<file path="src/hw/rtl/sskms_pkg.sv">
// ----------------------------------------------------------------------------
// sskms_pkg
// Shared types, codes and helpers for the splice site k-mer max score unit.
// ----------------------------------------------------------------------------
package sskms_pkg;

	// Item commands
	localparam logic CMD_LOAD = 1'b0;
	localparam logic CMD_BASE = 1'b1;

	// ASCII characters that carry a nonzero base code
	localparam logic [7:0] CHAR_C = 8'h43;
	localparam logic [7:0] CHAR_G = 8'h47;
	localparam logic [7:0] CHAR_T = 8'h54;

	// 2-bit base codes
	localparam logic [1:0] CODE_OTHER = 2'd0;
	localparam logic [1:0] CODE_C     = 2'd1;
	localparam logic [1:0] CODE_G     = 2'd2;
	localparam logic [1:0] CODE_T     = 2'd3;

	// Field widths fixed by the interface
	localparam int INDEX_W = 18;
	localparam int VALUE_W = 16;
	localparam int CHAR_W  = 8;

	typedef struct packed {
		logic                      command;
		logic [INDEX_W-1:0]        table_index;
		logic signed [VALUE_W-1:0] score_value;
		logic [CHAR_W-1:0]         base_char;
		logic                      last;
	} in_item_t;

	typedef struct packed {
		logic signed [VALUE_W-1:0] best_score;
		logic                      window_found;
	} out_item_t;

	// Control carried alongside a base item into the compare stage
	typedef struct packed {
		logic valid;  // base item in stage
		logic hit;    // full window, table read is meaningful
		logic last;   // final base of the sequence
	} s1_ctrl_t;

	function automatic logic [1:0] base_code(input logic [CHAR_W-1:0] ch);
		logic [1:0] code;
		case (ch)
			CHAR_C:  code = CODE_C;
			CHAR_G:  code = CODE_G;
			CHAR_T:  code = CODE_T;
			default: code = CODE_OTHER;
		endcase
		return code;
	endfunction

endpackage

</file>
<file path="src/hw/rtl/sskms_max_track.sv">
// ----------------------------------------------------------------------------
// sskms_max_track
// Compare stage: keeps the strict running maximum over table reads and
// holds the finished result in an output register.
// ----------------------------------------------------------------------------
module sskms_max_track
	import sskms_pkg::*;
#(
	parameter int SCORE_BITS = 16
) (
	input  logic                  clk,
	input  logic                  arst_n,
	input  s1_ctrl_t              ctrl_s1,
	input  logic [SCORE_BITS-1:0] rd_data,
	input  logic                  result_stall,
	output logic                  hold,
	output logic                  result_valid,
	output out_item_t             result
);

	localparam logic signed [SCORE_BITS-1:0] SCORE_MIN = {1'b1, {(SCORE_BITS-1){1'b0}}};

	logic signed [SCORE_BITS-1:0] max_q;
	logic                         any_q;
	logic signed [SCORE_BITS-1:0] rd_score;
	logic signed [SCORE_BITS-1:0] max_next;
	logic                         any_next;
	logic                         retire;
	logic                         out_valid_q;
	out_item_t                    out_q;

	// a final base waits while the output register is full and stalled
	assign hold   = ctrl_s1.valid && ctrl_s1.last && out_valid_q && result_stall;
	assign retire = ctrl_s1.valid && !hold;

	assign rd_score = rd_data;
	assign max_next = (ctrl_s1.hit && (rd_score > max_q)) ? rd_score : max_q;
	assign any_next = any_q || ctrl_s1.hit;

	// running maximum, cleared after the final base
	always_ff @(posedge clk or negedge arst_n) begin
		if (!arst_n) begin
			max_q <= SCORE_MIN;
			any_q <= 1'b0;
		end else if (retire) begin
			if (ctrl_s1.last) begin
				max_q <= SCORE_MIN;
				any_q <= 1'b0;
			end else begin
				max_q <= max_next;
				any_q <= any_next;
			end
		end
	end

	// output register
	always_ff @(posedge clk or negedge arst_n) begin
		if (!arst_n) begin
			out_valid_q <= 1'b0;
		end else if (retire && ctrl_s1.last) begin
			out_valid_q <= 1'b1;
		end else if (!result_stall) begin
			out_valid_q <= 1'b0;
		end
	end

	always_ff @(posedge clk) begin
		if (retire && ctrl_s1.last) begin
			out_q.best_score   <= VALUE_W'(max_next);
			out_q.window_found <= any_next;
		end
	end

	assign result_valid = out_valid_q;
	assign result       = out_q;

endmodule

</file>
<file path="config.mk">
export PLATFORM = sky130hd
export DESIGN_NAME = sskms_max_track
export DESIGN_NICKNAME = d
export VERILOG_FILES = /design/src/hw/rtl/sskms_pkg.sv /design/src/hw/rtl/sskms_max_track.sv
export SDC_FILE = /design/constraint.sdc
export NUM_CORES = 1
export LEC_CHECK = 0
export BUFFER_PORTS_ARGS = -buffer_cell sky130_fd_sc_hd__buf_4
export CAP_MARGIN = 10
export CORE_MARGIN = 2
export CORE_UTILIZATION = 33
export CTS_BUF_LIST = sky130_fd_sc_hd__clkbuf_8 sky130_fd_sc_hd__clkbuf_16
export DETAILED_ROUTE_END_ITERATION = 10
export SYNTH_ARGS = -nofsm -noshare
export SYNTH_HDL_FRONTEND = slang
export SYNTH_SLANG_ARGS = --single-unit
</file>
<file path="constraint.sdc">
create_clock -name clk -period 4.2 [get_ports clk]
set_input_delay 0.21 -clock clk [delete_from_list [all_inputs] [get_ports clk]]
set_output_delay 0.21 -clock clk [all_outputs]
set_load 0.05 [all_outputs]
</file>
### Word level (Yosys, flattened, before mapping)

Cells that the tools add are included.

* flip-flop bits (word level): 35
* bits of input ports: 22
* output and inout bits: 19
* word-level logic and storage cells: 20

* $lt $le $gt $ge: 1
* equal/unequal tests: 1
* mux-type cells: 5
* reductions and logical operators: 8

Operators with widths (number)
* $mux 16: 2
* $gt 16x16->1: 1
* $logic_and 1x1->1: 6
* $mux 1: 3
* $ne 2x1->1 const B: 1
* $logic_not 1->1: 1
* $logic_or 1x1->1: 1

### Longest topological paths before layout

* depth in word-level cells: 7
* mapped depth: 10
* mapped depth without buffers: 8

### Worst setup path after synthesis

No wires, ideal clock.

* path kind: flip-flop to flip-flop
* start point: reg max_q[15]
* end point: reg out_q, in the netlist result[10] (data pin)
* setup time: 0.260 ns
* arrival: 2.731 ns
* data required time: 3.940 ns
* path slack: 1.209 ns
* stages on the path, launching flop included: 10
* path buffers: 1
* period minus slack after synthesis: 2.991 ns
* cells stage by stage: dfstp_2 inv_1 ha_1 nand4_1 or4_4 a21o_1 and4_4 nor3_4 buf_8 mux2_4

* longest elaborated chain between the ends: 3

Ends and longest elaborated chain
* start, declared: RTL line sskms_max_track.sv:23 `logic signed [SCORE_BITS-1:0] max_q;`
* start signal, assigned: RTL line sskms_max_track.sv:50 `max_q <= max_next;`
* $gt 16x16->1: RTL line sskms_max_track.sv:37 `assign max_next = (ctrl_s1.hit && (rd_score > max_q)) ? rd_score : max_q;`
* $logic_and 1x1->1: RTL line sskms_max_track.sv:37
* $mux 16: RTL line sskms_max_track.sv:37
* named net max_next[9]: RTL line sskms_max_track.sv:26 `logic signed [SCORE_BITS-1:0] max_next;`
* end, declared: RTL line sskms_max_track.sv:30 `out_item_t out_q;`

The timed path passes the listed nets, and every way through them passes these cells.
A chain may end at the register's enable or synchronous reset.

### Worst setup path after layout

* start point: reg max_q[15]
* end point: reg out_q, in the netlist result[3] (data pin)

Same word-level chain as after synthesis.

==> flow_summary.ini <==
[cts]
ctsHoldBuffers = 1
cts_tree = yes
cts_buffers = 5
cts_resized = 0
cts.clk_slew.worst_paths_ns = 0.07
htreeDepth = 2
cts.sinks = 35
cts_buffer_depth = 2
cts_setup_buffers = 0
insertion_delay_ns = 0.28
cts-root-buf = clkbuf_8

[logic_synthesis]
synthArstFlopShare = 0.5143
synth.avg_cell_area_um2 = 11.01
ys.flop_type = edfxtp_1
synthDominantCellAreaShare = 0.2283
yosysSeqAreaShare = 0.4303
synth_seq_cells = 35
ys_types = 37
synth.cell_area_mm2 = 0.002236
netlist_top_cells_area = edfxtp_1 (23%), dfrtp_1 (19%), ha_1 (9.0%)
yosys_warnings = 0
syn_nets = 241
yosysMostFrequentCell = nand4_1
synth_common_cells = nand4_1 (19), inv_1 (18), dfrtp_1 (17), edfxtp_1 (17), ha_1 (16)
synth-edff-count = 17
syn_inst = 203
yosys.area.top_type = edfxtp_1

[route]
ant_nets = 0
drt_pass1_iterations = 4
drt-wirelength-per-cell_um = 16.64
dr.first_iter.drc_count = 79
viasPerCell = 5.681
vias = 1801
route.detailed.drc = 0
wl_um = 5274

[critical_path]
crit_buf_inv = 2
critPathKind = reg -> reg
startpoint_type = flip-flop
cp_max_fo = 9
crit_path_top_delay_cell = dfstp_2
crit_chain = inv_1 > ha_1 > nand4_1 > or4_4 > a21o_1 > and4_4 > nor3_4 > buf_4 > mux2_2
cp.arrival_ns = 3.08
critical_path.top_delay_family = simple AND/OR/NAND/NOR gates
slowest_delay_ns = 0.54
crit_required_ns = 4.24
endpoint_kind = flip-flop

[global_route]
antenna_found_initial = 0
grt_pass1_wl_um = 8514
grt_start_max_net_pins = 34
first_global_vias = 1731
grt_usage = 0.1459
grt_overflow = 0

[power]
p_leak_nw = 1.078
max-vdd-ir-drop_mv = 0.2124
p_per_area_mw_per_mm2 = 539.2

[timing]
finalSetupTns_ns = 0
fmax_ghz = 0.3286
fin_crit_sh = 0.7246
fin_crit_ns = 3.043
rsz0062_at_grt = false
tightest_slew_ns = 1.102
relSlewSlack = 0.2652
worst_slack_ns = 1.157
setup_viol = 0
slew_violations = 0
fin_skew_ns = 0.006291
hold_viol = 0

[floorplanning]
io_pins = 41
die_y_um = 86.32
die_w_um = 86.32
coreArea_mm2 = 0.006459
start_util = 0.3462
die_area_mm2 = 0.007450
rows = 29

[place]
place_congestion = 0.7780
placement.io_buffers = 40
dpl.hpwl_um = 3489
dp_slack_ns = 1.172

[cells_and_area]
fin_nets = 277
drive_gt1_frac = 0.3000
diodes = 0
area_growth_pct = 20.48

[status]
status = completed

[job]
cap_violations = 0

[hold_path]
hp-class = in -> reg
-- through the flow --
step                      cell area [um2]  hold slack (ns)  power [mW]  utilization  std cells
after global routing                 2694           0.2156       1.552       0.4171        317
after detailed placement             2594           0.1084       1.209       0.4016        308
after global placement               2594           0.1057       1.197       0.4016        308
final                                2694           0.1969       1.453       0.4171        317
after floorplan                      2236         -0.08559       1.048            -        203
after CTS                            2694           0.1922       1.463       0.4171        317
-- sequential cells by signal, summed over array words and instances, names as in the netlist --
register	cells
result_valid	1
max_q	16
result	17
any_q	1
-- layout make-up --
class | instances | area [um2]
well taps | 77 | 96.34
clock buffers | 6 | 82.58
repair buffers | 45 | 340.3
fillers | 642 | 3765
multi-input cells | 134 | 1137
clock inverters | 2 | 7.507
flip-flops and latches | 35 | 962.2
inverters | 18 | 67.56
-- worst paths after layout --
check                           slack, ns  cells after the start           end         start
min in group asynchronous            0.34                      2      max_q[7]        arst_n
worst max register to register       1.16                      9     result[3]     max_q[15]
worst min register to register       0.50                      2         any_q         any_q
worst max-delay path                 1.16                      9     result[3]     max_q[15]
worst min-delay path                 0.20                      3  result_valid  result_stall
max in group asynchronous            3.58                      2     max_q[15]        arst_n
-- cell usage in the layout, fill, tap and decap left out, types with 2 or more instances in the layout --
master,synthesis,final
a21o_1,2,2
a21oi_1,7,6
a311o_1,14,14
a31oi_1,2,2
buf_4,0,44
clkbuf_8,0,6
dfrtp_1,17,17
edfxtp_1,17,17
ha_1,16,16
inv_1,18,19
mux2_2,7,7
mux2_4,8,8
nand2_1,7,7
nand4_1,19,19
nor2_1,3,3
nor2b_1,2,2
nor3b_1,14,14
o211ai_1,15,15
o21a_1,2,2
o21ai_0,2,2
-- report_power, final --
part	total, mW	internal (mW)	switching (mW)	leakage [nW]
combinational	0.695	0.290	0.405	0.636
clock	0.249	0.129	0.120	0.0500
sequential	0.509	0.470	0.0390	0.392
-- cell families after synthesis --
group | synth area share
adder cells (fa/ha/maj) | 0.08953
AO/OA/AOI/OAI | 0.1735
flip-flops | 0.4303
multiplexers | 0.09346
AND/OR/NAND/NOR | 0.1505
buffers and inverters | 0.06267
-- routing by layer --
| metal | share of wire | routed length, um | global-route usage |
|---|---|---|---|
| met5 | 0 | 0 | 0 |
| met4 | 0.011 | 58 | 0.04403 |
| met3 | 0.062 | 327 | 0.03429 |
| met2 | 0.46 | 2433 | 0.2199 |
| met1 | 0.47 | 2455 | 0.2089 |
-- worst reg2reg max path, stage by stage, from the launching register on --
cell and delay [ns]:
dfstp_2 0.54, inv_1 0.05, ha_1 0.34, nand4_1 0.17, or4_4 0.52, a21o_1 0.21, and4_4 0.22, nor3_4 0.16
buf_4 0.22, mux2_2 0.36
(Power assumes the default switching activity.)
