==> src/hw/rtl/sskms_pkg.sv <==
// ----------------------------------------------------------------------------
// sskms_pkg
// Shared types, codes and helpers for the splice site k-mer max score unit.
// ----------------------------------------------------------------------------
package sskms_pkg;

	// Item commands
	localparam logic CMD_LOAD = 1'b0;
	localparam logic CMD_BASE = 1'b1;

	// ASCII characters that carry a nonzero base code
	localparam logic [7:0] CHAR_C = 8'h43;
	localparam logic [7:0] CHAR_G = 8'h47;
	localparam logic [7:0] CHAR_T = 8'h54;

	// 2-bit base codes
	localparam logic [1:0] CODE_OTHER = 2'd0;
	localparam logic [1:0] CODE_C     = 2'd1;
	localparam logic [1:0] CODE_G     = 2'd2;
	localparam logic [1:0] CODE_T     = 2'd3;

	// Field widths fixed by the interface
	localparam int INDEX_W = 18;
	localparam int VALUE_W = 16;
	localparam int CHAR_W  = 8;

	typedef struct packed {
		logic                      command;
		logic [INDEX_W-1:0]        table_index;
		logic signed [VALUE_W-1:0] score_value;
		logic [CHAR_W-1:0]         base_char;
		logic                      last;
	} in_item_t;

	typedef struct packed {
		logic signed [VALUE_W-1:0] best_score;
		logic                      window_found;
	} out_item_t;

	// Control carried alongside a base item into the compare stage
	typedef struct packed {
		logic valid;  // base item in stage
		logic hit;    // full window, table read is meaningful
		logic last;   // final base of the sequence
	} s1_ctrl_t;

	function automatic logic [1:0] base_code(input logic [CHAR_W-1:0] ch);
		logic [1:0] code;
		case (ch)
			CHAR_C:  code = CODE_C;
			CHAR_G:  code = CODE_G;
			CHAR_T:  code = CODE_T;
			default: code = CODE_OTHER;
		endcase
		return code;
	endfunction

endpackage

==> src/hw/rtl/sskms_window.sv <==
// ----------------------------------------------------------------------------
// sskms_window
// Front stage: decodes items, shifts bases into the window, drives the
// table write and read ports and hands base items to the compare stage.
// ----------------------------------------------------------------------------
module sskms_window
	import sskms_pkg::*;
#(
	parameter int WINDOW_LEN = 9,
	parameter int SCORE_BITS = 16
) (
	input  logic                  clk,
	input  logic                  arst_n,
	input  in_item_t              item,
	input  logic                  accept,
	input  logic                  hold,
	output logic                  wr_en,
	output logic [2*WINDOW_LEN-1:0] wr_addr,
	output logic [SCORE_BITS-1:0] wr_data,
	output logic                  rd_en,
	output logic [2*WINDOW_LEN-1:0] rd_addr,
	output s1_ctrl_t              ctrl_s1
);

	localparam int IDX_W  = 2 * WINDOW_LEN;
	localparam int SEEN_W = $clog2(WINDOW_LEN + 1);
	localparam logic [SEEN_W-1:0] SEEN_FULL = SEEN_W'(WINDOW_LEN);

	logic [IDX_W-1:0]  window_q;
	logic [SEEN_W-1:0] seen_q;
	logic [IDX_W-1:0]  window_next;
	logic [SEEN_W-1:0] seen_next;
	logic              is_base;
	logic              is_load;
	logic signed [SCORE_BITS-1:0] value_ext;

	assign is_base = accept && (item.command == CMD_BASE);
	assign is_load = accept && (item.command == CMD_LOAD);

	// new window: oldest base drops off the top
	assign window_next = IDX_W'({window_q, base_code(item.base_char)});
	assign seen_next   = (seen_q == SEEN_FULL) ? seen_q : seen_q + SEEN_W'(1);

	// table write for load items
	assign value_ext = SCORE_BITS'(item.score_value);
	assign wr_en     = is_load;
	assign wr_addr   = IDX_W'(item.table_index);
	assign wr_data   = value_ext;

	// table read for base items
	assign rd_en   = is_base;
	assign rd_addr = window_next;

	// per-sequence window state
	always_ff @(posedge clk or negedge arst_n) begin
		if (!arst_n) begin
			window_q <= '0;
			seen_q   <= '0;
		end else if (is_base) begin
			if (item.last) begin
				window_q <= '0;
				seen_q   <= '0;
			end else begin
				window_q <= window_next;
				seen_q   <= seen_next;
			end
		end
	end

	// hand-off to compare stage
	always_ff @(posedge clk or negedge arst_n) begin
		if (!arst_n) begin
			ctrl_s1 <= '0;
		end else if (!hold) begin
			ctrl_s1.valid <= is_base;
			ctrl_s1.hit   <= seen_next == SEEN_FULL;
			ctrl_s1.last  <= item.last;
		end
	end

endmodule

==> config.mk <==
export PLATFORM = sky130hd
export DESIGN_NAME = sskms_window
export DESIGN_NICKNAME = d
export VERILOG_FILES = /design/src/hw/rtl/sskms_pkg.sv /design/src/hw/rtl/sskms_window.sv
export SDC_FILE = /design/constraint.sdc
export NUM_CORES = 1
export LEC_CHECK = 0
export ABC_AREA = 1
export BUFFER_PORTS_ARGS = -buffer_cell sky130_fd_sc_hd__buf_2
export CAP_MARGIN = 20
export CORE_UTILIZATION = 43
export CTS_CLUSTER_DIAMETER = 150
export CTS_CLUSTER_SIZE = 14
export DETAILED_ROUTE_END_ITERATION = 12
export PLACE_DENSITY_LB_ADDON = 0.08
export SLEW_MARGIN = 20
export SYNTH_ARGS = -nofsm -noshare
export SYNTH_HDL_FRONTEND = slang
export SYNTH_SLANG_ARGS = --single-unit
==> constraint.sdc <==
create_clock -name clk -period 2.63 [get_ports clk]
set_clock_uncertainty 0.05 [all_clocks]
set_input_delay 0.3945 -clock clk [delete_from_list [all_inputs] [get_ports clk]]
set_output_delay 0.3945 -clock clk [all_outputs]
set_load 0.005 [all_outputs]
Word-level counts from Yosys, hierarchy flattened
Index checks and enable logic that the tools add are counted.
{"block": "totals", "reg_bits": 23, "input_bits": 48, "output_inout_bits": 57, "wordCells": 18}
{"block": "op_classes", "add_sub_neg": 1, "n_eq_ne": 5, "muxes": 4, "bitwise_logic": 1, "reduce_logical": 2}
{"op": "$eq A8 B7 Y1 const B", "count": 3}
{"op": "$mux W16", "count": 1}
{"op": "$eq A4 B4 Y1 const B", "count": 2}
{"op": "$mux W4", "count": 2}
{"op": "$pmux W2 S3", "count": 1}
{"op": "$add A4 B1 Y4 const B", "count": 1}
{"op": "$logic_and A1 B1 Y1", "count": 2}
{"op": "$not A1 Y1", "count": 1}

Logic depth before layout (Yosys ltp)
{"block": "depth", "depth_word": 3, "mapped_depth": 7, "mapped_depth_nobuf": 7}

Least setup slack after synthesis
Ideal clock, no wire load.
{"block": "synth_timing", "kind": "in2out", "start": "input item[8] (netlist name)", "end": "output rd_addr[0]", "arrival_ps": 796, "required_time_ps": 2186, "slack_ps": 1389, "cell_stages": 5, "n_path_buf": 0, "cell_sequence": "inv_1 nand2_1 nor3_1 nand2_1 nand2_1"}
{"block": "synth_between", "elab_chain_len": 2, "word_cells_on_any_way": 4, "classes_between": "eq/ne: 3; mux: 1"}
{"item": "start, declared", "line_no": "sskms_window.sv:14", "source": "input in_item_t item,"}
{"item": "$eq A8 B7 Y1", "line_no": "sskms_pkg.sv:49", "source": "case (ch)"}
{"item": "$pmux W2 S3 (*)", "line_no": "sskms_pkg.sv:49"}
{"item": "end, declared", "line_no": "sskms_window.sv:21", "source": "output logic [2*WINDOW_LEN-1:0] rd_addr,"}
Mark *: on every way between the ends. The rest lies on a longest branch, timed or not.

Worst setup path after layout
{"block": "layout_timing", "start": "input item[8] (netlist name)", "end": "output rd_addr[1]"}
Same word-level chain as after synthesis.

==> run metrics <==
run status=finished clean; total inserted antenna cells=0; critical path buffer and inverter count=3; Finished Cell Area=approximately 0.0014 mm2; Post-Syn Area per Cell=8.962 um2; Crit-path slowest cell=sky130_fd_sc_hd__nor3_1; Hold Path Depth=2; cell type with the highest aggregate area in the netlist=sky130_fd_sc_hd__dfrtp_1; top fanout value on the critical path=2; RePlAce Congestion=0.8506; Final Hold Violating Endpoints=0; hold path start=hold; CP startpoint kind=input port; element type at the critical path end=output port; final setup vio count=0; remaining max-slew budget at the tightest pin=about 66%; Fmax=0.6502 GHz; num rows=20; peak ir drop on the vdd network=around 0.21 mV; worst setup path start=item[8]; final critical delay including setup and external delays=approximately 1.5 ns; cells along the critical path=buf_2 -> inv_1 -> nand2_1 -> nor3_1 -> nand2_1 -> nand2_1 -> buf_2; register bit count reported by yosys=23; hold path endpoint=ctrl_s1[2]$_DFFE_PN0N_; via count of the first global-routing pass=roughly 1000; dominant cell type by count on the critical path=sky130_fd_sc_hd__nand2_1; placement-stage cell area=approximately 0.0013 mm2; worst skew pair latency=0.31 ns; start of the worst register-to-register path=seen_q[1]$_DFFE_PN0P_; DR DRC count=0; number of maximum-capacitance violations=0; vias per std cell=between 4 and 5; count of distinct cell types in the synthesized netlist=19; ranking of synthesized cells by area=sky130_fd_sc_hd__dfrtp_1 42%, sky130_fd_sc_hd__buf_4 19%, sky130_fd_sc_hd__o22ai_2 9.1%; iteration count of the initial detailed-routing pass=4; first-pass GRT wire length=4.243 mm; number of ports placed on the die boundary=between 100 and 150; total negative slack for setup checks=0 ns; category of the most critical setup path=input port to output port; CTS tree=built; total length of routed wires=approximately 2.5 mm; setup slack of the most critical reg-to-reg path=around 1.3 ns; Sinks on Clock Net=23; global router's overall resource usage=~16%; number of design-rule violations left by the first detailed-router iteration=24; CTS Root Cell=sky130_fd_sc_hd__clkbuf_4; number of H-tree levels=1; die span in x=between 50 and 60 um; number of nets with antenna violations after routing=0; register cell area after layout=approximately 580 um2; capture point of the worst reg-to-reg path=seen_q[1]$_DFFE_PN0P_; starting density of the core=roughly 45%; actual transition at the worst max-transition pin=between 0.5 and 0.6 ns; pwr/cell area=456.9 mW/mm2; leakage=about 0.74 nW; number of antenna violations at the first check in global routing=0; post-synthesis sequential area ratio=41.70%; setup repair after global routing missed its margin=false; total via count in the routed design=967; maximum number of pins on one net before global-route repair=24; final max-slew violation count=0; critical path data arrival time=~1.1 ns; Yosys top cell area share=41.70%; clk slew on worst S/H paths=approximately 0.11 ns; clock buffers created by TritonCTS=3; Max clock buf depth=2; post-synth net total=just over 200; final worst path period share=between 50 and 60%; input/output buffers=36; gate family responsible for the most delay along the worst path=simple AND/OR/NAND/NOR gates; Post-Synthesis Cells=between 150 and 200; share of layout cells above drive strength 1=between 30% and 40%; number of fillers in the final layout=between 300 and 400; DIE AREA=~0.0034 mm2; synthesis-to-layout area growth=-0.09086%; number of cell instances on the worst register-to-register path=7; Congestion Overflow GR=0; multi-input logic area=roughly 440 um2; highest cell delay on the worst timing path=roughly 0.21 ns; endpoint required time on the critical path=about 2.2 ns; overall die height=58.65 um; Detailed Place HPWL=between 1.5 and 2 mm; per-cell routed wire length=between 10 and 15 um; kind of path behind the tightest hold check=input port to flop; final net count=210; standard cell core area=about 0.0031 mm2; # Post-CTS Setup Buffers=0; count of warnings emitted by yosys=0; cell area after technology mapping=~0.0014 mm2
==> cell type report <==
cell class | count | share of cell area (%)
clock buffer | 3 | 1.633
clock inverter | 1 | 0.3630
inverter | 25 | 6.806
multi-input combinational | 70 | 31.67
sequential | 23 | 41.74
tap | 44 | 3.993
timing repair buffer | 37 | 13.79
==> sequential cells by signal, summed over array words and instances (netlist names) <==
register and flops:
window_q 16, ctrl_s1 3, seen_q 4
==> synth_stat cells <==
cell,n
sky130_fd_sc_hd__inv_1,23
sky130_fd_sc_hd__mux2_2,1
sky130_fd_sc_hd__nand2_1,31
sky130_fd_sc_hd__nor2_1,2
sky130_fd_sc_hd__dfrtp_1,23
sky130_fd_sc_hd__inv_2,2
sky130_fd_sc_hd__o21bai_1,1
sky130_fd_sc_hd__nand3_1,4
sky130_fd_sc_hd__ha_1,2
sky130_fd_sc_hd__nand2_4,1
sky130_fd_sc_hd__buf_6,1
sky130_fd_sc_hd__nand3b_1,1
sky130_fd_sc_hd__nand4_1,3
sky130_fd_sc_hd__nor3_1,4
sky130_fd_sc_hd__o22ai_1,1
sky130_fd_sc_hd__o22ai_2,10
sky130_fd_sc_hd__buf_4,35
sky130_fd_sc_hd__o21ai_0,8
sky130_fd_sc_hd__nor2_8,1
==> power breakdown <==
part           switching, mW  internal (mW)
registers             0.0131          0.365
clock network          0.103         0.0567
logic                 0.0576         0.0343
total                  0.174          0.456
==> metal layers <==
metal  GRT usage [%]  part of all wire, %  vias to the layer above
li1                -                    -                      465
met1           18.85                   43                      429
met2           26.11                   45                       49
met3           3.736                  8.2                       24
met4           11.56                  3.8                        0
met5               0                    0                        -
==> logic make-up after synthesis <==
kind of cell / Yosys count / share of synthesized area (%)
compound gates: 20 / 12.97
fa+ha+maj: 2 / 1.813
buf+inv: 61 / 26.65
flops: 23 / 41.70
mux: 1 / 0.8159
simple gates: 47 / 16.05
==> placed cells by master (no fill, tap or decap) <==
| master | count |
|---|---|
| sky130_fd_sc_hd__nand2_1 | 31 |
| sky130_fd_sc_hd__dlygate4sd3_1 | 1 |
| sky130_fd_sc_hd__nand4_1 | 3 |
| sky130_fd_sc_hd__inv_1 | 23 |
| sky130_fd_sc_hd__clkbuf_4 | 3 |
| sky130_fd_sc_hd__o21ai_0 | 8 |
| sky130_fd_sc_hd__o22ai_2 | 10 |
| sky130_fd_sc_hd__o21bai_1 | 1 |
| sky130_fd_sc_hd__inv_2 | 2 |
| sky130_fd_sc_hd__nand3_1 | 4 |
| sky130_fd_sc_hd__ha_1 | 2 |
| sky130_fd_sc_hd__nand3b_1 | 1 |
| sky130_fd_sc_hd__nor2_1 | 2 |
| sky130_fd_sc_hd__mux2_2 | 1 |
| sky130_fd_sc_hd__clkinv_2 | 1 |
| sky130_fd_sc_hd__dfrtp_1 | 23 |
| sky130_fd_sc_hd__nand2_4 | 1 |
| sky130_fd_sc_hd__o22ai_1 | 1 |
| sky130_fd_sc_hd__buf_2 | 36 |
| sky130_fd_sc_hd__nor3_1 | 4 |
| sky130_fd_sc_hd__nor2_8 | 1 |
==> worst max-delay path by stage <==
stage | slack (ns) | depth (start not counted) | to
global placement | 1.10 | 4 | rd_en
finish | 1.09 | 7 | rd_addr[1]
global route | 0.97 | 7 | rd_addr[1]
CTS | 1.09 | 4 | rd_en
floorplan | 1.39 | 5 | rd_addr[0]
detailed placement | 1.09 | 4 | rd_en
==> metrics by stage <==
stage / std cells / power, mW / utilization (%) / hold slack [ns] / worst slack [ns]
finish: 203 / 0.6299 / 45.16 / 0.2993 / 1.092
global route: 203 / 0.6733 / 45.16 / 0.2720 / 0.9681
CTS: 203 / 0.6434 / 45.16 / 0.2825 / 1.088
detailed placement: 198 / 0.4771 / 43.93 / 0.3514 / 1.088
global placement: 198 / 0.4753 / 43.93 / 0.3471 / 1.104
floorplan: 154 / 0.4809 / - / 0.04891 / 1.389
==> timing repair <==
action,in CTS,in global routing
hold buffers,1,0
resized for setup,0,0
endpoints found under the hold margin,13,0
Note: power is estimated with default switching activity, not from simulation.
